**config.mk**
```make
export PLATFORM = sky130hd
export DESIGN_NAME = js_byte_minifier_flat
export DESIGN_NICKNAME = d
export VERILOG_FILES = /design/src/hdl/jsm_pkg.sv /design/src/hdl/jsm_if.sv /design/src/hdl/jsm_lex.sv /design/src/hdl/jsm_outbuf.sv /design/src/hdl/js_byte_minifier.sv /design/src/flat_wrapper.sv
export VERILOG_INCLUDE_DIRS = /design/src /design/src/hdl
export SDC_FILE = /design/constraint.sdc
export NUM_CORES = 1
export LEC_CHECK = 0
export ABC_CLOCK_PERIOD_IN_PS = 4500
export BUFFER_PORTS_ARGS = -buffer_cell sky130_fd_sc_hd__buf_2
export CAP_MARGIN = 20
export CORE_MARGIN = 1.5
export CORE_UTILIZATION = 56
export DETAILED_ROUTE_END_ITERATION = 10
export GPL_TIMING_DRIVEN = 0
export PLACE_DENSITY = 0.77
export SLEW_MARGIN = 15
export SYNTH_ARGS = -nofsm -noshare
export SYNTH_HDL_FRONTEND = slang
export SYNTH_SLANG_ARGS = --single-unit
```
**constraint.sdc**
```tcl
create_clock -name clk -period 4.5 [get_ports clk]
set_input_delay 0.225 -clock clk [delete_from_list [all_inputs] [get_ports clk]]
set_output_delay 0.225 -clock clk [all_outputs]
set_load 0.01 [all_outputs]
```
**src/hdl/js_byte_minifier_macros.svh**
```systemverilog
// Assertion macros shared by the minifier RTL.
// Used through `include by the modules that carry concurrent checks; needs clk and rst in scope.
`ifndef JS_BYTE_MINIFIER_MACROS_SVH
`define JS_BYTE_MINIFIER_MACROS_SVH
`ifndef SYNTHESIS
// check while out of reset
`define JSM_ASSERT(lbl, prop, msg) \
  lbl: assert property (@(posedge clk) disable iff (rst) (prop)) else $error(msg);
// check on every edge, reset included
`define JSM_ASSERT_ALWAYS(lbl, prop, msg) \
  lbl: assert property (@(posedge clk) (prop)) else $error(msg);
`else
`define JSM_ASSERT(lbl, prop, msg)
`define JSM_ASSERT_ALWAYS(lbl, prop, msg)
`endif
`endif

```
**src/hdl/jsm_pkg.sv**
```systemverilog
// Shared types, character codes and classifier functions of the minifier.
// No dependencies; imported by the lexer, the output buffer and the top level.
package jsm_pkg;

  localparam logic [7:0] CH_SLASH  = 8'h2F;
  localparam logic [7:0] CH_STAR   = 8'h2A;
  localparam logic [7:0] CH_BSLASH = 8'h5C;
  localparam logic [7:0] CH_DQUOTE = 8'h22;
  localparam logic [7:0] CH_SQUOTE = 8'h27;
  localparam logic [7:0] CH_BTICK  = 8'h60;
  localparam logic [7:0] CH_DOLLAR = 8'h24;
  localparam logic [7:0] CH_UNDER  = 8'h5F;
  localparam logic [7:0] CH_SPACE  = 8'h20;
  localparam logic [7:0] CH_TAB    = 8'h09;
  localparam logic [7:0] CH_CR     = 8'h0D;
  localparam logic [7:0] CH_LF     = 8'h0A;

  localparam int GROUP_SLOTS = 4;

  typedef enum logic [1:0] {
    MODE_NORMAL,
    MODE_STRING,
    MODE_LINE,
    MODE_BLOCK
  } lex_mode_t;

  typedef struct packed {
    lex_mode_t  mode;
    logic       regex_active;
    logic       escape_pending;
    logic [7:0] quote_kind;
    logic       star_seen;
    logic       slash_held;
    logic [7:0] byte_before_slash;
    logic [7:0] previous_byte;
    logic       seen_any;
    logic       last_word_like;
    logic       inside_identifier;
  } lex_state_t;

  typedef struct packed {
    logic [7:0] out_byte;
    logic       has_byte;
    logic       end_mark;
  } item_t;

  // results of one input word: up to four items, lowest slot first
  typedef struct packed {
    logic [2:0]                   count;
    item_t [GROUP_SLOTS-1:0]      items;
  } group_t;

  function automatic logic is_letter(logic [7:0] c);
    return ((c >= 8'h61) && (c <= 8'h7A)) || ((c >= 8'h41) && (c <= 8'h5A));
  endfunction

  function automatic logic is_digit(logic [7:0] c);
    return (c >= 8'h30) && (c <= 8'h39);
  endfunction

  function automatic logic is_quote(logic [7:0] c);
    return (c == CH_DQUOTE) || (c == CH_SQUOTE) || (c == CH_BTICK);
  endfunction

  function automatic logic is_blank(logic [7:0] c);
    return (c == CH_SPACE) || (c == CH_TAB) || (c == CH_CR) || (c == CH_LF);
  endfunction

  function automatic logic opens_regex(logic [7:0] p);
    logic r;
    unique case (p)
      8'h28, 8'h2C, 8'h3D, 8'h3A, 8'h5B, 8'h21, 8'h26, 8'h7C, 8'h3F,
      8'h2B, 8'h2D, 8'h7E, 8'h2A, 8'h2F, 8'h7B, 8'h7D, 8'h3B: r = 1'b1;
      default: r = 1'b0;
    endcase
    return r;
  endfunction

  // append one item to a group
  function automatic group_t add_item(group_t g, logic [7:0] b, logic has, logic endm);
    group_t r;
    r = g;
    r.items[g.count[1:0]] = '{out_byte: b, has_byte: has, end_mark: endm};
    r.count = g.count + 3'd1;
    return r;
  endfunction

  // a held slash that opens no comment: clear the hold and settle the regex state
  function automatic lex_state_t release_slash(lex_state_t s);
    lex_state_t r;
    r = s;
    r.slash_held = 1'b0;
    if (!s.regex_active) begin
      if (opens_regex(s.byte_before_slash)) begin
        r.regex_active = 1'b1;
      end else begin
        r.last_word_like    = 1'b0;
        r.inside_identifier = 1'b0;
      end
    end else if (s.byte_before_slash != CH_BSLASH) begin
      r.regex_active = 1'b0;
    end
    return r;
  endfunction

endpackage

```
**src/hdl/jsm_if.sv**
```systemverilog
// Valid/ready channel interfaces: source bytes in, minified items out.
// No dependencies.
interface jsm_in_if;
  logic       valid;
  logic       ready;
  logic [7:0] in_byte;
  logic       end_of_input;
  modport source (output valid, in_byte, end_of_input, input ready);
  modport sink (input valid, in_byte, end_of_input, output ready);
endinterface

interface jsm_out_if;
  logic       valid;
  logic       ready;
  logic [7:0] out_byte;
  logic       has_byte;
  logic       end_mark;
  modport source (output valid, out_byte, has_byte, end_mark, input ready);
  modport sink (input valid, out_byte, has_byte, end_mark, output ready);
endinterface

```
**src/hdl/jsm_lex.sv**
```systemverilog
// Lexer state and the single-pass step that turns one source byte into a result group.
// Depends on jsm_pkg and the assertion macros.
`include "js_byte_minifier_macros.svh"
module jsm_lex (
  input  logic            clk,
  input  logic            rst,
  input  logic            enable,
  input  logic            step,
  input  logic [7:0]      in_byte,
  input  logic            end_of_input,
  output jsm_pkg::group_t grp
);
  import jsm_pkg::*;

  lex_state_t st;
  lex_state_t st_next;
  logic       comment_open;

  always_comb begin
    st_next      = st;
    grp          = '0;
    comment_open = 1'b0;
    if (enable) begin
      if (st_next.slash_held) begin
        if (in_byte == CH_SLASH) begin
          st_next.slash_held = 1'b0;
          st_next.mode       = MODE_LINE;
          comment_open       = 1'b1;
        end else if (in_byte == CH_STAR) begin
          st_next.slash_held = 1'b0;
          st_next.mode       = MODE_BLOCK;
          st_next.star_seen  = 1'b0;
          comment_open       = 1'b1;
        end else begin
          grp     = add_item(grp, CH_SLASH, 1'b1, 1'b0);
          st_next = release_slash(st_next);
        end
      end
      if (!comment_open) begin
        unique case (st_next.mode)
          MODE_LINE: begin
            if (in_byte == CH_LF) st_next.mode = MODE_NORMAL;
          end
          MODE_BLOCK: begin
            if (st_next.star_seen && (in_byte == CH_SLASH)) begin
              st_next.mode      = MODE_NORMAL;
              st_next.star_seen = 1'b0;
            end else begin
              st_next.star_seen = (in_byte == CH_STAR);
            end
          end
          MODE_STRING: begin
            grp = add_item(grp, in_byte, 1'b1, 1'b0);
            if (st_next.escape_pending) begin
              st_next.escape_pending = 1'b0;
            end else if (in_byte == st_next.quote_kind) begin
              st_next.mode       = MODE_NORMAL;
              st_next.quote_kind = 8'h00;
            end else if (in_byte == CH_BSLASH) begin
              st_next.escape_pending = 1'b1;
            end
          end
          MODE_NORMAL: begin
            if (st_next.regex_active && st_next.escape_pending) begin
              grp = add_item(grp, in_byte, 1'b1, 1'b0);
              st_next.escape_pending = 1'b0;
            end else if (!st_next.regex_active && is_quote(in_byte)) begin
              st_next.mode              = MODE_STRING;
              st_next.quote_kind        = in_byte;
              st_next.escape_pending    = 1'b0;
              st_next.inside_identifier = 1'b0;
              grp = add_item(grp, in_byte, 1'b1, 1'b0);
            end else if (in_byte == CH_SLASH) begin
              st_next.slash_held        = 1'b1;
              st_next.byte_before_slash = st.seen_any ? st.previous_byte : 8'h00;
              st_next.inside_identifier = 1'b0;
            end else if (st_next.regex_active) begin
              grp = add_item(grp, in_byte, 1'b1, 1'b0);
              if (in_byte == CH_BSLASH) st_next.escape_pending = 1'b1;
            end else if (is_blank(in_byte)) begin
              st_next.inside_identifier = 1'b0;
            end else if (is_letter(in_byte) || (in_byte == CH_UNDER) ||
                         (in_byte == CH_DOLLAR) ||
                         (st_next.inside_identifier && is_digit(in_byte))) begin
              // word after word: keep them apart with one space
              if (!st_next.inside_identifier && st_next.last_word_like) begin
                grp = add_item(grp, CH_SPACE, 1'b1, 1'b0);
              end
              grp = add_item(grp, in_byte, 1'b1, 1'b0);
              st_next.inside_identifier = 1'b1;
              st_next.last_word_like    = 1'b1;
            end else begin
              grp = add_item(grp, in_byte, 1'b1, 1'b0);
              st_next.inside_identifier = 1'b0;
              st_next.last_word_like    = is_digit(in_byte);
            end
          end
        endcase
      end
      st_next.previous_byte = in_byte;
      st_next.seen_any      = 1'b1;
    end else begin
      grp = add_item(grp, in_byte, 1'b1, 1'b0);
    end
    if (end_of_input) begin
      if (st_next.slash_held) begin
        grp     = add_item(grp, CH_SLASH, 1'b1, 1'b0);
        st_next = release_slash(st_next);
      end
      grp     = add_item(grp, 8'h00, 1'b0, 1'b1);
      st_next = '0;
    end
  end

  always_ff @(posedge clk) begin
    if (rst) begin
      st <= '0;
    end else if (step) begin
      st <= st_next;
    end
  end

  // a slash is only ever held in plain code
  `JSM_ASSERT_ALWAYS(a_slash_in_code, st.slash_held |-> (st.mode == MODE_NORMAL), "slash held outside code mode")

endmodule

```
**src/hdl/jsm_outbuf.sv**
```systemverilog
// Four-slot result register: loads one group, hands items out one per handshake.
// Depends on jsm_pkg, jsm_if and the assertion macros.
`include "js_byte_minifier_macros.svh"
module jsm_outbuf (
  input  logic             clk,
  input  logic             rst,
  input  logic             load,
  input  jsm_pkg::group_t  grp,
  output logic             can_load,
  jsm_out_if.source        dst
);
  import jsm_pkg::*;

  item_t [GROUP_SLOTS-1:0] slot;
  logic  [2:0]             cnt;
  logic                    pop;

  assign pop      = dst.valid && dst.ready;
  assign can_load = (cnt == 3'd0) || ((cnt == 3'd1) && pop);

  assign dst.valid    = (cnt != 3'd0);
  assign dst.out_byte = slot[0].out_byte;
  assign dst.has_byte = slot[0].has_byte;
  assign dst.end_mark = slot[0].end_mark;

  always_ff @(posedge clk) begin
    if (rst) begin
      cnt <= 3'd0;
    end else if (load) begin
      cnt <= grp.count;
    end else if (pop) begin
      cnt <= cnt - 3'd1;
    end
  end

  // payload: load a fresh group or advance by one slot
  always_ff @(posedge clk) begin
    if (load) begin
      slot <= grp.items;
    end else if (pop) begin
      for (int i = 0; i < GROUP_SLOTS - 1; i++) begin
        slot[i] <= slot[i+1];
      end
    end
  end

  `JSM_ASSERT(a_cnt_range, cnt <= 3'd4, "result buffer count out of range")
  `JSM_ASSERT(a_load_drained, load |-> ((cnt == 3'd0) || ((cnt == 3'd1) && pop)), "group loaded over pending items")
  `JSM_ASSERT(a_end_bare, (dst.valid && dst.end_mark) |-> !dst.has_byte, "end marker carries a byte")

endmodule

```
**src/hdl/js_byte_minifier.sv**
```systemverilog
// Top level of the streaming script minifier: input word register, lexer, result buffer.
// Depends on jsm_pkg, jsm_if, jsm_lex, jsm_outbuf and the assertion macros.
//
// Use:
//   src carries one source byte per word (in_byte, end_of_input marks the last byte).
//   dst carries result words: out_byte with has_byte = 1, or a bare closing word with
//   has_byte = 0 and end_mark = 1 after the last byte of each source text.
//   cfg_we / cfg_wdata write the enable bit (1 minifies, 0 copies bytes); write it only
//   while no word is in flight.
// Timing:
//   An accepted byte sits in the input register; the lexer step runs once the result
//   buffer can load, and the result group is registered into that buffer, which drives
//   dst from its first slot.
//   Each byte yields zero to four result words. While dst is ready it gives out one word
//   per cycle and plain text streams at one byte per cycle; a released slash, an inserted
//   space or the end marker each add one result word.
// Reset: rst (synchronous) empties both registers, returns the lexer to code mode and
//   clears enable.
// Stall: while dst is not ready the result buffer holds, the input register keeps its
//   byte, and src.ready drops once that register is full.
`include "js_byte_minifier_macros.svh"
module js_byte_minifier (
  input  logic      clk,
  input  logic      rst,
  input  logic      cfg_we,
  input  logic      cfg_wdata,
  jsm_in_if.sink    src,
  jsm_out_if.source dst
);
  import jsm_pkg::*;

  logic       enable;
  logic       inq_valid;
  logic [7:0] inq_byte;
  logic       inq_last;
  logic       can_load;
  logic       step;
  logic       accept;
  group_t     grp;

  // advance the held byte whenever the result buffer is empty or drains its last word this cycle
  assign step      = inq_valid && can_load;
  assign src.ready = !inq_valid || step;
  assign accept    = src.valid && src.ready;

  always_ff @(posedge clk) begin
    if (rst) begin
      enable <= 1'b0;
    end else if (cfg_we) begin
      enable <= cfg_wdata;
    end
  end

  always_ff @(posedge clk) begin
    if (rst) begin
      inq_valid <= 1'b0;
    end else if (accept) begin
      inq_valid <= 1'b1;
    end else if (step) begin
      inq_valid <= 1'b0;
    end
  end

  // hold the payload until the lexer takes it
  always_ff @(posedge clk) begin
    if (accept) begin
      inq_byte <= src.in_byte;
      inq_last <= src.end_of_input;
    end
  end

  jsm_lex u_lex (
    .clk          (clk),
    .rst          (rst),
    .enable       (enable),
    .step         (step),
    .in_byte      (inq_byte),
    .end_of_input (inq_last),
    .grp          (grp)
  );

  jsm_outbuf u_outbuf (
    .clk      (clk),
    .rst      (rst),
    .load     (step),
    .grp      (grp),
    .can_load (can_load),
    .dst      (dst)
  );

  // a held byte that cannot advance stays put
  `JSM_ASSERT(a_inq_hold,
              (inq_valid && !step) |=> (inq_valid && $stable(inq_byte) && $stable(inq_last)),
              "input register lost a pending byte")

endmodule
```
**src/flat_wrapper.sv**
```systemverilog
// flat-port wrapper written by rule: the top's interface ports become plain ports
module js_byte_minifier_flat import jsm_pkg::*;
  (clk, rst, cfg_we, cfg_wdata, src_valid, src_in_byte, src_end_of_input, src_ready, dst_valid, dst_out_byte, dst_has_byte, dst_end_mark, dst_ready);
  jsm_in_if src_i ();
  jsm_out_if dst_i ();
  input  logic clk;
  input  logic rst;
  input  logic cfg_we;
  input  logic cfg_wdata;
  input wire logic [$bits(src_i.valid)-1:0] src_valid;
  input wire logic [$bits(src_i.in_byte)-1:0] src_in_byte;
  input wire logic [$bits(src_i.end_of_input)-1:0] src_end_of_input;
  output wire logic [$bits(src_i.ready)-1:0] src_ready;
  output wire logic [$bits(dst_i.valid)-1:0] dst_valid;
  output wire logic [$bits(dst_i.out_byte)-1:0] dst_out_byte;
  output wire logic [$bits(dst_i.has_byte)-1:0] dst_has_byte;
  output wire logic [$bits(dst_i.end_mark)-1:0] dst_end_mark;
  input wire logic [$bits(dst_i.ready)-1:0] dst_ready;
  assign src_i.valid = src_valid;
  assign src_i.in_byte = src_in_byte;
  assign src_i.end_of_input = src_end_of_input;
  assign src_ready = src_i.ready;
  assign dst_valid = dst_i.valid;
  assign dst_out_byte = dst_i.out_byte;
  assign dst_has_byte = dst_i.has_byte;
  assign dst_end_mark = dst_i.end_mark;
  assign dst_i.ready = dst_ready;
  js_byte_minifier u_core (.clk(clk), .rst(rst), .cfg_we(cfg_we), .cfg_wdata(cfg_wdata), .src(src_i), .dst(dst_i));
endmodule
```
* Word-level counts from Yosys, hierarchy flattened
Index checks and enable logic that the tools add are counted.
Word-level totals: memories kept 0, input port bits 15, bits in latches 0, memory bits (writable) 0, flip-flop bits (word level) 87, memory bits (read-only) 0
Operators by class: $add $sub $neg 5, multiply operators 0, divide/modulo/power cells 0, equality and inequality tests 35, multiplexer cells 109, reduce and logical (&&, ||, !) cells 38, bitwise gates (word level) 9, shift operators 0, $lt $le $gt $ge 14
Operator list (count):
- 43-bit two-way mux | 22
- 8-bit by 6-bit equality test with 1-bit output, second input constant | 18
- 33-bit two-way mux | 4
- 41-bit two-way mux | 3
- 43-bit case mux with 2 select lines | 1
- 40-bit bitwise mux | 2
- 10-bit demux with 2-bit select | 4
- 8-bit by 7-bit equality test with 1-bit output, second input constant | 8
- 30-bit two-way mux | 2
- 10-bit two-way mux | 5
- 8-bit two-way mux | 5
- 2-bit two-way mux | 19
- 36-bit bitwise AND | 1
- 9-bit two-way mux | 4
- 36-bit inverter | 1
- 32-bit bitwise AND | 1
- 1-bit two-way mux | 32
- 32-bit inverter | 1
- 8-bit by 4-bit equality test with 1-bit output, second input constant | 3
- 24-bit OR | 1
- 19-bit two-way mux | 1
- 9-bit case mux with 2 select lines | 1
- 17-bit OR reduction | 1
- 16-bit bitwise AND | 1
- other kinds (27) | 69

* Logic depth before layout (Yosys ltp)
depth after elaboration 56, depth in mapped cells 25, mapped depth without buffers 22

* Cells and area by module
From an unflattened synthesis, not the netlist that was laid out.
Second synthesis, totals: cells, all modules 591, area, all modules 5504.0 sq um
By module, submodules not included:
- jsm_lex | cells each 465, area each 3285.7 sq um, seq. area each 660.6 sq um, instances 1
- jsm_outbuf | cells each 108, area each 1851.8 sq um, seq. area each 1261.2 sq um, instances 1
- js_byte_minifier | cells each 18, area each 366.6 sq um, seq. area each 310.3 sq um, instances 1

* Worst setup path before layout
No wires, ideal clock.
kind reg2reg, start register u_core.inq_byte[7], end register u_core.u_outbuf.slot[17] (netlist bit), data pin, data arrival time 4415 ps, slack -187 ps, stages on the path, launching flop included 24, cells stage by stage edfxtp_1 buf_2 or4b_4 o31a_1 buf_1 nand3_1 nand2_1 or2_2 ha_1 buf_1 nor2_1 o211ai_1 nand2_1 a22oi_1 ha_1 nand2b_1 and2_1 ha_1 a21oi_1 and2_1 buf_1 and3_1 a221oi_1 o21ai_0
On the way: word-level cells in the longest chain between the ends 38, elaborated cells between the ends (all ways) 112
RTL lines:
- from (decl) | RTL line js_byte_minifier.sv:34 | logic [7:0] inq_byte;
- from (signal assigned) | RTL line js_byte_minifier.sv:67 | inq_byte <= src.in_byte;
- branches (longest 36 deep; another with 3-bit by 1-bit adder with 3-bit output)
- 43-bit two-way mux (*) | RTL line jsm_lex.sv:105 | if (end_of_input) begin
- 30-bit two-way mux (*) | RTL line jsm_outbuf.sv:38 | if (load) begin
- to (signal assigned) | RTL line jsm_outbuf.sv:39 | slot <= grp.items;
- to (signal, indexed assignment) | RTL line jsm_outbuf.sv:42 | slot[i] <= slot[i+1];
- to (decl) | RTL line jsm_outbuf.sv:14 | item_t [GROUP_SLOTS-1:0] slot;
Every way passes the cells marked *. The select of a mux whose other input is x is not followed. A chain may end at the register's enable or synchronous reset.

* Worst setup path in the final report
start register u_core.inq_byte[7], end register u_core.u_outbuf.slot[24] (netlist bit), data pin
The elaborated chain is that of the path after synthesis.

==> summary.txt <==
Status
  – Status: finished, final reports clean

Global route
  – Pin count of the biggest net entering global routing: 31
  – Overall routing resource usage: between 30% and 40%
  – Vias in the first global route: approximately 4,800
  – Total grt overflow: 0
  – Initial antenna violation count: 0
  – First-pass GRT wire length: 26,000 µm

Drt
  – DR top layer: met4
  – Avg WL per Cell: 21.3 µm
  – Met3 WL: 2060 µm
  – M1 WL: approximately 7000 µm
  – DR vias/cell: 6.72
  – Met2 routed WL: 7400 µm
  – Initial DRC Count: ~630
  – Antenna Nets Post-Route: 0
  – Post-route DRC: 0
  – Wirelength, routed: 17,000 µm
  – First-pass detailed-route iteration total: 5
  – Vias post-DR: between 5,000 and 6,000

Logic synthesis
  – Prevailing post-synth register cell: edfxtp_1
  – Compound-Gate Fraction of Synth Area: 26.2%
  – Largest family of logic cells by synthesized area: compound AO/OA/AOI/OAI gates
  – Simple-gate area share of the yosys netlist: between 10% and 20%
  – Syn_area_per_cell: 8.93 µm²
  – Post-Synth XOR/XNOR Area: 1.79%
  – List of most frequent post-synthesis cells: nand2_1 (69), edfxtp_1 (49), a21oi_1 (46), nor2_1 (46), dfxtp_1 (38)
  – Gate Count Post-Synth: about 600
  – Post-synth EDFFs: 49
  – Yosys reg bits: just under 90
  – Synth area leader: edfxtp_1
  – Sequential cell area fraction in the yosys report: 41.5%
  – Synth Area in Adders: 3.49%
  – Yosys cell types: 80
  – Syn_nets: around 630
  – Count leader, synth: nand2_1
  – Mapped cell area: 0.00538 mm²
  – Mux cell area share after synthesis: between 1.5 and 2%
  – Synth warn: 0
  – Yosys top cell area share: 27.4%
  – Ys async rst share: 0%
  – Largest cells by area after synthesis: edfxtp_1 (27%), dfxtp_1 (14%), nand2_1 (4.8%)

Setup path
  – Critical path launch point type: flip-flop
  – Slowest-stage cell, CP: or4b_4
  – CP Max Fanout: 10
  – Max stage delay on crit path: 0.48 ns
  – Crit-path leading delay family: simple AND/OR/NAND/NOR gates
  – CP bufs+invs: 2
  – Endpoint type of the worst setup path: flip-flop
  – WP data required: 4.61 ns
  – Cells along the critical path: buf_6 -> or4b_4 -> o31a_1 -> mux2_4 -> a21o_1 -> buf_2 -> mux2i_1 -> o2111ai_4 -> nand2_2 -> ha_1 -> nand2b_4 -> nand2_1 -> ha_1 -> nand2_1 -> and4_2 -> a221o_1
  – CP arrival: 4.50 ns
  – WS Path Type: reg2reg

Clocking
  – Num CTS Buffers: 9
  – Clk slew on worst S/H paths: about 0.090 ns
  – CTS tree: done
  – Clk sinks: 87
  – CTS root buffer: clkbuf_8
  – H-tree levels: 3
  – Clk Latency, worst-skew pair: 0.37 ns
  – Max Root-Sink Buffers: 2

Floorplanning
  – Rows: 35
  – Initial core utilization: 57.9%
  – Core Area: approximately 0.0093 mm²
  – Chip height: 101 µm
  – Die area: a little over 0.01 mm²
  – IO Count: 27
  – Chip width: 101 µm

STA
  – Rel. slew slack: 28.0%
  – Final setup viols: 0
  – Slew Viols, Final: 0
  – Crit path time final: 4.39 ns
  – Clk_skew: roughly 0.018 ns
  – Final-report hold violation count: 0
  – Fmax: 228 MHz
  – Worst hold margin: 0.0330 ns
  – Fin crit share: 97.5%
  – Slew @ Worst Pin: 1.08 ns

Cells and area
  – Layout cells sized above 1: 21.7%
  – Antenna diodes: 0
  – Nets: 692
  – Area Growth Syn to Fin: 18.1%

Power
  – P_leak: between 2 and 2.5 nW
  – Post-layout power: 0.00253 W
  – Power Dens Cells: 399 mW/mm²
  – VDD IR-drop max: 0.278 mV

Place
  – Port Buffers: 25
  – RePlAce Congestion: 0.961
  – Final HPWL DP: 11,600 µm

Min path
  – Worst Hold Class: in2reg

Run
  – Max-cap viol count: 0
## area by class of cell
cell class	count	area, µm²
well taps	129	161
flip-flops and latches	87	2230
plain buffers	49	244
fillers	780	2930
repair buffers	54	340
inverters	23	90.1
multi-input cells	438	3060
clock inverters	6	70.1
clock buffers	10	149
## cell usage in the layout (no fill, tap or decap), types with 5 or more instances in the layout
| cell type | n |
|---|---|
| nand2_1 | 64 |
| edfxtp_1 | 49 |
| a21oi_1 | 43 |
| nor2_1 | 41 |
| dfxtp_1 | 38 |
| buf_4 | 36 |
| buf_2 | 31 |
| o21ai_0 | 30 |
| clkbuf_1 | 25 |
| inv_1 | 20 |
| nand3_1 | 15 |
| a22oi_1 | 15 |
| ha_1 | 12 |
| o2111ai_1 | 11 |
| xnor2_1 | 10 |
| nand4_1 | 10 |
| o211ai_1 | 9 |
| clkbuf_8 | 9 |
| nor3_1 | 8 |
| nand3b_1 | 7 |
| a31oi_1 | 6 |
| mux2i_1 | 6 |
| o31ai_1 | 6 |
| nand2b_1 | 5 |
| and3_1 | 5 |
| and2_1 | 5 |
| a221o_1 | 5 |
## per-stage QoR
step	setup WS [ns]	area, µm²	cells	TNS [ns]	util [%]
6_report	0.112	6350	796	0	68.4
5_1_grt	-0.0197	6350	796	-0.0398	68.4
4_1_cts	0.00198	6130	787	0	66.1
3_5_place_dp	-0.684	5690	758	-12.31	61.3
3_3_place_gp	-0.979	5680	756	-24.82	61.1
2_1_floorplan	0.00191	5390	602	0	-
## metal layers
metal  up-vias  GRT usage (%)
li1       2385              -
met1      2501           48.1
met2       391           49.8
met3        75           7.42
met4         0           12.7
met5         -              0
## power by group
group          internal (W)  switching (W)  leakage [nW]  total (W)
registers           0.00108      0.0000543         0.779    0.00114
logic              0.000285       0.000507          1.32   0.000793
clock network      0.000298       0.000307         0.113   0.000605
total               0.00166       0.000869          2.22    0.00253
## what timing repair did
action / in CTS / in global routing
resized for setup: 31 / 36
hold buffers: 0 / 0
setup buffers: 16 / 11
setup endpoints to repair: 36 / 34
pin swaps: 7 / 10
## sequential cells by signal (all words and copies together), names as in the netlist
| register | cells |
|---|---|
| u_core.u_lex.st | 33 |
| u_core.u_outbuf.slot | 30 |
| u_core.inq_byte | 8 |
| u_core.u_outbuf.dst.out_byte | 8 |
| u_core.u_outbuf.cnt | 3 |
| u_core.enable | 1 |
| u_core.inq_last | 1 |
| u_core.inq_valid | 1 |
| u_core.u_outbuf.dst.end_mark | 1 |
| u_core.u_outbuf.dst.has_byte | 1 |
## cell families (layout without fill, tap and decap cells)
group / Yosys count / count (layout)
other cells: 1 / 1
mux: 9 / 9
compound gates: 198 / 198
simple gates: 204 / 204
flops: 87 / 87
fa+ha+maj: 15 / 15
xor+xnor: 11 / 11
buf+inv: 77 / 142
## final timing paths
kind                              end  slack (ns)                 from  cells after the start
max          u_core.u_outbuf.slot[24]        0.11   u_core.inq_byte[7]                     16
min                u_core.inq_byte[4]        0.03       src_in_byte[4]                      1
max reg2reg  u_core.u_outbuf.slot[24]        0.11   u_core.inq_byte[7]                     16
min reg2reg       u_core.u_lex.st[28]        0.49  u_core.u_lex.st[28]                      1
Power figures use the tool's default switching activity.
